`src/pose_frame_point_transform_assert.svh`:
```
// ---------------------------------------------------------------------------
// pose frame transform assertion macros
// shared concurrent assertion forms, clocked on clk_i, off during reset
// ---------------------------------------------------------------------------
`ifndef POSE_FRAME_POINT_TRANSFORM_ASSERT_SVH
`define POSE_FRAME_POINT_TRANSFORM_ASSERT_SVH

// antecedent implies consequent in the same cycle
`define PFPT_ASSERT_IMPL(lbl, ant, con) \
  lbl: assert property (@(posedge clk_i) disable iff (!rst_ni) (ant) |-> con) \
    else $error("pfpt assertion failed");

// antecedent implies consequent in the next cycle
`define PFPT_ASSERT_NEXT(lbl, ant, con) \
  lbl: assert property (@(posedge clk_i) disable iff (!rst_ni) (ant) |=> (con)) \
    else $error("pfpt assertion failed");

`endif

```
`src/pfpt_pkg.sv`:
```
// ---------------------------------------------------------------------------
// pfpt_pkg
// word types, register indexes and cordic angle table for the frame transform
// ---------------------------------------------------------------------------
package pfpt_pkg;

  localparam int COORD_BITS   = 32;
  localparam int ANGLE_BITS   = 16;
  localparam int TRIG_BITS    = 18;
  localparam int CORDIC_STEPS = 25;
  localparam int IDX_BITS     = 8;
  localparam int CFG_BITS     = 32;

  localparam logic [IDX_BITS-1:0] REG_POSE_A_X   = 8'd0;
  localparam logic [IDX_BITS-1:0] REG_POSE_A_Y   = 8'd1;
  localparam logic [IDX_BITS-1:0] REG_POSE_A_YAW = 8'd2;
  localparam logic [IDX_BITS-1:0] REG_POSE_B_X   = 8'd3;
  localparam logic [IDX_BITS-1:0] REG_POSE_B_Y   = 8'd4;
  localparam logic [IDX_BITS-1:0] REG_POSE_B_YAW = 8'd5;

  typedef struct packed {
    logic signed [COORD_BITS-1:0] point_x;
    logic signed [COORD_BITS-1:0] point_y;
    logic signed [ANGLE_BITS-1:0] heading_in;
  } in_word_t;

  typedef struct packed {
    logic signed [COORD_BITS-1:0] out_x;
    logic signed [COORD_BITS-1:0] out_y;
    logic signed [ANGLE_BITS-1:0] heading_out;
  } out_word_t;

  typedef struct packed {
    logic signed [COORD_BITS-1:0] a_x;
    logic signed [COORD_BITS-1:0] a_y;
    logic signed [ANGLE_BITS-1:0] a_yaw;
    logic signed [COORD_BITS-1:0] b_x;
    logic signed [COORD_BITS-1:0] b_y;
    logic signed [ANGLE_BITS-1:0] b_yaw;
    logic signed [TRIG_BITS-1:0]  cos_a;
    logic signed [TRIG_BITS-1:0]  sin_a;
    logic signed [TRIG_BITS-1:0]  cos_b;
    logic signed [TRIG_BITS-1:0]  sin_b;
  } pose_t;

  // atan(2^-i) in turn units of 2^-32
  function automatic logic [29:0] atan_entry(input logic [4:0] idx);
    logic [29:0] v;
    case (idx)
      5'd0:    v = 30'd536870912;
      5'd1:    v = 30'd316933406;
      5'd2:    v = 30'd167458907;
      5'd3:    v = 30'd85004756;
      5'd4:    v = 30'd42667331;
      5'd5:    v = 30'd21354465;
      5'd6:    v = 30'd10679838;
      5'd7:    v = 30'd5340245;
      5'd8:    v = 30'd2670163;
      5'd9:    v = 30'd1335087;
      5'd10:   v = 30'd667544;
      5'd11:   v = 30'd333772;
      5'd12:   v = 30'd166886;
      5'd13:   v = 30'd83443;
      5'd14:   v = 30'd41722;
      5'd15:   v = 30'd20861;
      5'd16:   v = 30'd10430;
      5'd17:   v = 30'd5215;
      5'd18:   v = 30'd2608;
      5'd19:   v = 30'd1304;
      5'd20:   v = 30'd652;
      5'd21:   v = 30'd326;
      5'd22:   v = 30'd163;
      5'd23:   v = 30'd81;
      5'd24:   v = 30'd41;
      default: v = 30'd0;
    endcase
    return v;
  endfunction

endpackage

```
`src/pfpt_cordic.sv`:
```
// ---------------------------------------------------------------------------
// pfpt_cordic
// iterative cordic, one micro-rotation per cycle, cosine and sine in q16
// ---------------------------------------------------------------------------
module pfpt_cordic (
  input  logic                                     clk_i,
  input  logic                                     rst_ni,
  input  logic                                     go_i,
  input  logic signed [pfpt_pkg::ANGLE_BITS-1:0]  yaw_i,
  output logic                                     busy_o,
  output logic signed [pfpt_pkg::TRIG_BITS-1:0]   cos_o,
  output logic signed [pfpt_pkg::TRIG_BITS-1:0]   sin_o
);

  localparam logic [1:0] ST_IDLE = 2'd0;
  localparam logic [1:0] ST_LOAD = 2'd1;
  localparam logic [1:0] ST_ITER = 2'd2;
  localparam logic [1:0] ST_FIN  = 2'd3;
  localparam logic [4:0] LAST_STEP = 5'(pfpt_pkg::CORDIC_STEPS - 1);
  localparam int TB = pfpt_pkg::TRIG_BITS;

  logic [1:0]         state_q, state_d;
  logic [4:0]         step_q, step_d;
  logic [1:0]         quad_q, quad_d;
  logic signed [32:0] x_q, x_d, y_q, y_d, r_q, r_d;
  logic signed [TB-1:0] cos_q, cos_d, sin_q, sin_d;

  logic [31:0]        u, ur, rd;
  logic [1:0]         q;
  logic signed [32:0] dx, dy, at, xr, yr;
  logic signed [TB-1:0] cc, ss;

  always_comb begin
    u  = {yaw_i, {(32 - pfpt_pkg::ANGLE_BITS){1'b0}}};
    ur = u + 32'h2000_0000;
    q  = ur[31:30];
    rd = u - {q, 30'd0};
    dx = y_q >>> step_q;
    dy = x_q >>> step_q;
    at = $signed({3'b000, pfpt_pkg::atan_entry(step_q)});
    xr = x_q + 33'sd8192;
    yr = y_q + 33'sd8192;
    cc = xr[31:14];
    ss = yr[31:14];
  end

  always_comb begin
    state_d = state_q;
    step_d  = step_q;
    quad_d  = quad_q;
    x_d     = x_q;
    y_d     = y_q;
    r_d     = r_q;
    cos_d   = cos_q;
    sin_d   = sin_q;
    unique case (state_q)
      ST_IDLE: begin
        if (go_i) begin
          state_d = ST_LOAD;
        end
      end
      ST_LOAD: begin
        quad_d  = q;
        x_d     = 33'sd652032874;
        y_d     = '0;
        r_d     = 33'($signed(rd));
        step_d  = '0;
        state_d = ST_ITER;
      end
      ST_ITER: begin
        if (!r_q[32]) begin
          x_d = x_q - dx;
          y_d = y_q + dy;
          r_d = r_q - at;
        end else begin
          x_d = x_q + dx;
          y_d = y_q - dy;
          r_d = r_q + at;
        end
        step_d = step_q + 5'd1;
        if (step_q == LAST_STEP) begin
          state_d = ST_FIN;
        end
      end
      ST_FIN: begin
        case (quad_q)
          2'd0:    begin cos_d = cc;  sin_d = ss;  end
          2'd1:    begin cos_d = -ss; sin_d = cc;  end
          2'd2:    begin cos_d = -cc; sin_d = -ss; end
          default: begin cos_d = ss;  sin_d = -cc; end
        endcase
        state_d = go_i ? ST_LOAD : ST_IDLE;
      end
      default: state_d = ST_IDLE;
    endcase
    if (go_i && state_q != ST_IDLE) begin
      state_d = ST_LOAD;
    end
  end

  always_ff @(posedge clk_i or negedge rst_ni) begin
    if (!rst_ni) begin
      state_q <= ST_LOAD;
      step_q  <= '0;
    end else begin
      state_q <= state_d;
      step_q  <= step_d;
    end
  end

  always_ff @(posedge clk_i) begin
    quad_q <= quad_d;
    x_q    <= x_d;
    y_q    <= y_d;
    r_q    <= r_d;
    cos_q  <= cos_d;
    sin_q  <= sin_d;
  end

  assign busy_o = (state_q != ST_IDLE);
  assign cos_o  = cos_q;
  assign sin_o  = sin_q;

endmodule

```
`config.mk`:
```
export PLATFORM = sky130hd
export DESIGN_NAME = pfpt_cordic
export DESIGN_NICKNAME = d
export VERILOG_FILES = /design/src/pose_frame_point_transform_assert.svh /design/src/pfpt_pkg.sv /design/src/pfpt_cordic.sv
export SDC_FILE = /design/constraint.sdc
export NUM_CORES = 1
export LEC_CHECK = 0
export BUFFER_PORTS_ARGS = -buffer_cell sky130_fd_sc_hd__buf_2
export CAP_MARGIN = 20
export CELL_PAD_IN_SITES_DETAIL_PLACEMENT = 2
export CELL_PAD_IN_SITES_GLOBAL_PLACEMENT = 2
export CORE_ASPECT_RATIO = 1.4
export CORE_MARGIN = 1
export CORE_UTILIZATION = 40
export DETAILED_ROUTE_END_ITERATION = 8
export PLACE_DENSITY_LB_ADDON = 0.1
export SYNTH_ARGS = -nofsm -noshare
export SYNTH_HDL_FRONTEND = slang
export SYNTH_SLANG_ARGS = --single-unit
```
`constraint.sdc`:
```
create_clock -name clk_i -period 8.1 [get_ports clk_i]
set_input_delay 1.62 -clock clk_i [delete_from_list [all_inputs] [get_ports clk_i]]
set_output_delay 1.62 -clock clk_i [all_outputs]
set_load 0.01 [all_outputs]
```
==> impl_results.md, run 1 <==
- Xor/xnor cell area share of the yosys netlist: 0.0934
- Final ANT Viol Nets: 0
- Crit start category: flip-flop
- Die Footprint: 50,100 um2
- Clock buffer depth: 2
- #FFs+latches synth: 144
- CP required: 8.31 ns
- Compound-Gate Fraction of Synth Area: 0.221
- CTS tree: yes
- Ys flop type: edfxtp_1
- Initial Util: 0.408
- Wire per inst: 28.1 um
- Cell variety after synth: 105
- Hold_sp: state_q[0]$_DFFE_PN1P_
- Row count: 95
- Routability cong.: 0.950
- Postcts setup bufs: 0
- Cells after synthesis: 2,301
- Setup Viol. Count Final: 0
- Final Hold Fails: 0
- Sequential Area: 4300 um2
- Fin Clk Skew: 0.0141 ns
- Outcome: completed
- R2R Path End: x_q[20]$_SDFFCE_PN1P_
- Hold Path Sink: state_q[0]$_DFFE_PN1P_
- Worst hold stages: 2
- Fill count: 5,453
- Fmax: 0.138 GHz
- R2R setup slack: 0.86 ns
- Syn_area_per_cell: 8.55 um2
- Antenna violations before repair: 7
- CP Max Fanout: 61
- Multiplexer area fraction after synthesis: 0.152
- Area occupied by multi-input gates: 14,400 um2
- Largest family of logic cells by synthesized area: compound AO/OA/AOI/OAI gates
- WS Path Type: flip-flop to flip-flop
- Pre-antenna DRT Iters: 6
- Max cap viols: 0
- Reg2reg path depth: 20
- CTS H-tree lvls: 4
- Clock Pin Slew Worst Setup and Hold Paths: 0.07 ns
- Vias in the first global route: 20,866
- DRC violations left: 0
- Die Width: 189 um
- Die height: 264 um
- Post-DR vias/cell: 6.61
- Clock sink count: 144
- First-pass GRT wire length: 125,000 um
- Area Overhead vs Synth: 5.96%
- DR iter-0 viols: 1,113
- Setup tns final: 0 ns
- Post-Route WL: 81,200 um
- Port buffer count: 55
- Final Slew Violations: 0
- Nets: 2,381
- Worst reg2reg path startpoint: step_q[0]$_DFFE_PN0P_
- Synth async-reset ratio: 0.0486
- Post-CTS Hold Buffers: 0
- Post_cts resized: 0
- Synthesis Warnings: 0
- Layout cells sized above 1: 0.131
- Netlist Area Pre-Place: 19,700 um2
- CORE AREA: 48,300 um2
- Root Driver: clkbuf_16
- Worst path arrival time: 7.44 ns
- Inserted Clock Buffers: 17
- RSZ-0062 raised after global routing: no
- Slew at the pin closest to its max-slew limit: 1.16 ns
- Detailed placement HPWL: 61,300 um
- Period utilisation layout: 0.893
- HP Class: flip-flop to flip-flop
- Via count: 19,091
- Post-synth EDFFs: 137
- Sequential fraction of the synthesis area: 0.218
- Tmin final: 7.24 ns
- Worst-skew pair later-pin latency: 0.49 ns
- Boundary Pins: 56
- Worst slew margin: 0.224
- Simple-Gate Fraction of Synth Area: 0.187
- Crit end category: flip-flop
- Pin count of the biggest net entering global routing: 83
- Post-synthesis adder-cell area fraction: 0.0781
- Tot GR Track Use: 0.327
- GRT overflow: 0
- Post-synthesis net count: 2,441
==> placed cells by master (no fill, tap or decap), types with 30 or more instances in the layout <==
cell type and count:
xnor2_1 117, a21o_1 40, ha_1 115, buf_2 55, a21oi_1 215, mux2i_1 58, mux4_2 82, edfxtp_1 137
nor2_1 221, mux2_2 38, nor3_1 61, o21ai_0 126, nand2_1 179, xor2_1 91, inv_1 58, a31oi_1 40
nand3_1 55, nand2b_1 30
==> metrics by stage <==
stage               cells  cell area, um2  setup WS [ns]  hold WS (ns)  utilization
floorplan            2301           19700           2.49         0.512            -
global placement     2852           20200           1.41         0.550        0.420
detailed placement   2852           20200           1.03         0.571        0.420
CTS                  2884           20800           1.02         0.581        0.432
global route         2886           20800          0.443         0.637        0.432
finish               2888           20900          0.864         0.572        0.432
==> state kept, by name, indices dropped and copies added, names as in the netlist <==
signal / cells
cos_o: 18
y_q: 33
r_q: 33
step_q: 5
x_q: 33
state_q: 2
sin_o: 18
quad_q: 2
==> worst max-delay path by stage <==
stage | to | startpoint | slack, ns
finish | x_q[20]$_SDFFCE_PN1P_ | step_q[0]$_DFFE_PN0P_ | 0.86
global route | x_q[30]$_SDFFCE_PN0P_ | step_q[0]$_DFFE_PN0P_ | 0.44
CTS | x_q[20]$_SDFFCE_PN1P_ | step_q[2]$_DFFE_PN0P_ | 1.02
detailed placement | x_q[30]$_SDFFCE_PN0P_ | step_q[2]$_DFFE_PN0P_ | 1.03
global placement | x_q[32]$_SDFFCE_PN0P_ | step_q[2]$_DFFE_PN0P_ | 1.41
floorplan | r_q[28]$_DFFE_PP_ | step_q[1]$_DFFE_PN0P_ | 2.49
==> kinds of logic (layout without fill, tap and decap cells) <==
logic type | after synthesis | in the layout
other | 0 | 4
buffers and inverters | 224 | 177
adders and majority gates | 121 | 121
DFF | 144 | 144
xor gates and xnor gates | 209 | 209
and+or+nand+nor | 743 | 743
AOI/OAI and AO/OA | 675 | 675
muxes | 185 | 185
==> layout make-up <==
class                      instances  area share
timing repair buffer              83      0.0239
multi-input combinational       1933       0.692
sequential                       144       0.206
clock inverter                    13     0.00774
clock buffer                      19      0.0208
inverter                          62      0.0112
tap                              630      0.0378
antenna                            4    0.000480
==> worst max-delay path, cell delays in order (launching register included) <==
cell,delay (ns)
dfrtp_4,0.84
buf_12,0.44
mux4_2,0.58
a32oi_1,0.63
o21ai_1,0.16
nor2_1,0.31
nand2_1,0.18
nor3_1,0.27
a31oi_1,0.16
xor2_1,0.20
ha_1,0.40
a2111oi_0,0.40
o21a_1,0.19
o21ai_0,0.20
a221oi_1,0.69
o31ai_1,0.25
a21o_1,0.23
a21o_1,0.23
a21boi_0,0.30
xor2_1,0.18
nand2_1,0.07
==> per-layer routing <==
layer	vias to the layer above	global-route usage	routed length (um)
li1	8551	-	-
met1	9649	0.332	29400
met2	615	0.604	42800
met3	272	0.0560	3570
met4	4	0.221	5440
met5	-	0	26
==> cell usage after synthesis (6+ instances only) <==
| master | count | area, um2 |
|---|---|---|
| clkbuf_1 | 96 | 360 |
| o221ai_1 | 12 | 105 |
| buf_2 | 33 | 165 |
| o31a_1 | 8 | 70.1 |
| nand3b_1 | 7 | 52.6 |
| mux2i_1 | 58 | 581 |
| and4_1 | 8 | 70.1 |
| o21bai_1 | 13 | 97.6 |
| a32oi_1 | 7 | 61.3 |
| a41oi_1 | 9 | 78.8 |
| o21ai_0 | 126 | 631 |
| nor4_1 | 10 | 62.6 |
| nor3b_1 | 10 | 75.1 |
| nand2b_1 | 30 | 188 |
| o22ai_1 | 26 | 163 |
| nor3_1 | 62 | 310 |
| and3_1 | 28 | 175 |
| a21oi_1 | 215 | 1080 |
| ha_1 | 118 | 1480 |
| xor2_1 | 91 | 797 |
| a221oi_1 | 7 | 61.3 |
| a22oi_1 | 7 | 52.6 |
| or3_1 | 16 | 100 |
| a211oi_1 | 29 | 218 |
| a31oi_1 | 40 | 250 |
| or2_2 | 11 | 68.8 |
| and2_1 | 29 | 181 |
| a311oi_1 | 7 | 61.3 |
| a21o_1 | 40 | 300 |
| mux2_2 | 38 | 428 |
| o211ai_1 | 13 | 97.6 |
| buf_1 | 20 | 75.1 |
| o21a_1 | 23 | 173 |
| mux4_2 | 82 | 1850 |
| buf_6 | 6 | 67.6 |
| nor2b_1 | 29 | 181 |
| dfrtp_1 | 6 | 150 |
| nand4_1 | 16 | 100 |
| nor2_1 | 221 | 830 |
| edfxtp_1 | 137 | 4110 |
| o31ai_1 | 9 | 67.6 |
| nand3_1 | 55 | 275 |
| nand2_1 | 179 | 672 |
| xnor2_1 | 117 | 1020 |
| inv_1 | 59 | 221 |
Power of run 1 is not shown: default switching activity piles up to over one toggle a cycle in this logic, so the estimate is an artifact.
==> inputs of run 2 (changes only) <==
==> constraint.sdc (replaced) <==
create_clock -name clk_i -period 7.7 [get_ports clk_i]
set_input_delay 1.54 -clock clk_i [delete_from_list [all_inputs] [get_ports clk_i]]
set_output_delay 1.54 -clock clk_i [all_outputs]
set_load 0.01 [all_outputs]
==> run 2 against run 1 <==
Against the previous run: count of clock-buffer cells in the layout down 2; first-iteration DRC count down 2.2%; non-clock buffer count up 34; clock skew down 0.0011 ns; worst hold slack better by 0.0011 ns; cell count up 1.0%; routed wire length up 1.4%; core utilization up 0.48 points; largest cell class unchanged.
==> impl_results.md, run 2 (same netlist as run 1, synthesis figures left out) <==
- Outcome: completed
- Setup Viol. Count Final: 0 (unchanged)
- Placed Area: 20,500 um2 (+1.1%)
- Crit start category: flip-flop
- Worst-path cell chain: buf_4, mux4_2, mux2_2, a221o_1, nor3_1, nor2b_1, and4_1, and2_2, nor2b_1, nor2_1, xnor2_1, ha_1, nand2_1, nand2b_1, a21o_1, a311oi_1, o21ai_0, a2bb2oi_1, a21oi_1, a21o_1, a311oi_1, mux2i_1
- Die Width: 189 um (unchanged)
- Area occupied by multi-input gates: 14,400 um2 (unchanged)
- Worst reg2reg path startpoint: step_q[2]$_DFFE_PN0P_
- Setup tns final: 0 ns (unchanged)
- CP Max Fanout: 64 (+4.9%)
- R2R Path End: y_q[31]$_SDFFCE_PN0P_
- Largest regs: r_q (33), x_q (33), y_q (33)
- Final hold slack: 0.573 ns (+0.00113 ns)
- Wire per inst: 28.2 um (+0.37%)
- WS Path Type: flip-flop to flip-flop
- CP peak stage delay: 0.95 ns (+0.11 ns)
- Port buffer count: 55 (unchanged)
- Via count: 19,156 (+0.34%)
- Boundary Pins: 56 (unchanged)
- Fin Clk Skew: 0.0129 ns (-0.00114 ns)
- Worst path arrival time: 7.17 ns (-0.27 ns)
- Clock buffer depth: 2 (unchanged)
- Clock Pin Slew Worst Setup and Hold Paths: 0.07 ns (about the same)
- Die Footprint: 50,100 um2 (unchanged)
- Initial Util: 0.408 (unchanged)
- Critical path startpoint: step_q[2]$_DFFE_PN0P_
- Row count: 95 (unchanged)
- Worst slew margin: 0.277 (+0.0528)
- Worst hold stages: 2 (unchanged)
- Tot GR Track Use: 0.329 (+0.00269)
- DR iter-0 viols: 1,089 (-2.2%)
- Sequential Area: 4300 um2 (unchanged)
- Die height: 264 um (unchanged)
- R2R setup slack: 0.75 ns (-0.11 ns)
- Worst-skew pair later-pin latency: 0.48 ns (about the same)
- Slew at the pin closest to its max-slew limit: 1.08 ns (-0.0769 ns)
- Clock sink count: 144 (unchanged)
- Most frequent cells in the layout: 221 x nor2_1, 215 x a21oi_1, 179 x nand2_1
- Root Driver: clkbuf_16
- Hold_sp: state_q[0]$_DFFE_PN1P_
- Tmin final: 6.95 ns (-0.285 ns)
- Post-DR vias/cell: 6.56 (-0.69%)
- Routability cong.: 0.962 (+1.2%)
- Most common cell after layout, fill and taps aside: nor2_1
- Period utilisation layout: 0.903 (+0.00939)
- CORE AREA: 48,300 um2 (unchanged)
- Final Slew Violations: 0 (unchanged)
- CTS H-tree lvls: 4 (unchanged)
- Post-CTS Hold Buffers: 0 (unchanged)
- GRT overflow: 0 (unchanged)
- Fmax: 0.144 GHz (+4.1%)
- Vias in the first global route: 21,066 (+0.96%)
- Layout cells sized above 1: 0.145 (+0.0133)
- Detailed placement HPWL: 62,600 um (+2.1%)
- Inserted Clock Buffers: 17 (unchanged)
- HP Class: flip-flop to flip-flop
- Antenna violations before repair: 2 (-5)
- Crit end category: flip-flop
- DRC violations left: 0 (unchanged)
- CP max-delay cell: dfrtp_4
- Area Overhead vs Synth: 7.13%
- Nets: 2,415 (+1.4%)
- Fill count: 5,449 (-0.073%)
- Reg2reg path depth: 22 (+10%)
- Post-Route WL: 82,400 um (+1.4%)
- CP required: 7.92 ns (-0.39 ns)
- Final Hold Fails: 0 (unchanged)
- Pin count of the biggest net entering global routing: 89 (+7.2%)
- Max cap viols: 0 (unchanged)
- Final ANT Viol Nets: 0 (unchanged)
- First-pass GRT wire length: 126,000 um (+0.80%)
- RSZ-0062 raised after global routing: no
- Hold Path Sink: state_q[0]$_DFFE_PN1P_
- Antenna cells: 0 (-4)
- Final instance area: 21,100 um2 (+1.1%)
- Pre-antenna DRT Iters: 5 (-1)
- CTS tree: yes
## run 2: metrics by stage
stage	setup WS, ns	util	std cells
3_5_place_dp	0.731	0.424	2883
4_1_cts	0.654	0.436	2915
2_1_floorplan	2.09	-	2301
3_3_place_gp	1.02	0.424	2883
5_1_grt	0.285	0.437	2918
6_report	0.749	0.437	2918
## run 2: final cells by class
| class | count | share of cell area |
|---|---|---|
| tap | 630 | 0.0374 |
| multi-input combinational | 1933 | 0.684 |
| inverter | 62 | 0.0110 |
| clock buffer | 17 | 0.0202 |
| clock inverter | 15 | 0.00760 |
| timing repair buffer | 117 | 0.0355 |
| sequential | 144 | 0.204 |
## run 2: worst max path at each step
| stage | to | slack [ns] | depth (start not counted) |
|---|---|---|---|
| 4_1_cts | y_q[31]$_SDFFCE_PN0P_ | 0.65 | 20 |
| 2_1_floorplan | r_q[28]$_DFFE_PP_ | 2.09 | 25 |
| 5_1_grt | x_q[32]$_SDFFCE_PN0P_ | 0.29 | 19 |
| 3_3_place_gp | x_q[32]$_SDFFCE_PN0P_ | 1.02 | 19 |
| 6_report | y_q[31]$_SDFFCE_PN0P_ | 0.75 | 22 |
| 3_5_place_dp | y_q[31]$_SDFFCE_PN0P_ | 0.73 | 20 |
## run 2: routing by layer
metal	GRT usage	up-vias	share of wire
met5	0	-	0.00016
met4	0.240	2	0.076
met3	0.0543	295	0.047
met2	0.608	607	0.52
met1	0.330	9644	0.36
li1	-	8608	-
## run 2: critical path: cells and delay by family, from the launching register on
family                     cells  cell delay (ns)
buffers and inverters          1             0.60
DFF                            1             0.95
and+or+nand+nor                8             1.62
muxes                          3             0.84
xor gates and xnor gates       1             0.17
AOI/OAI and AO/OA              8             2.08
adders and majority gates      1             0.38
## run 2: timing repair
item | in CTS | in global routing
setup endpoints to repair | 0 | 1
resized for setup | 0 | 0
buffers inserted | 0 | 1
Power of run 2 is left out for the same reason.
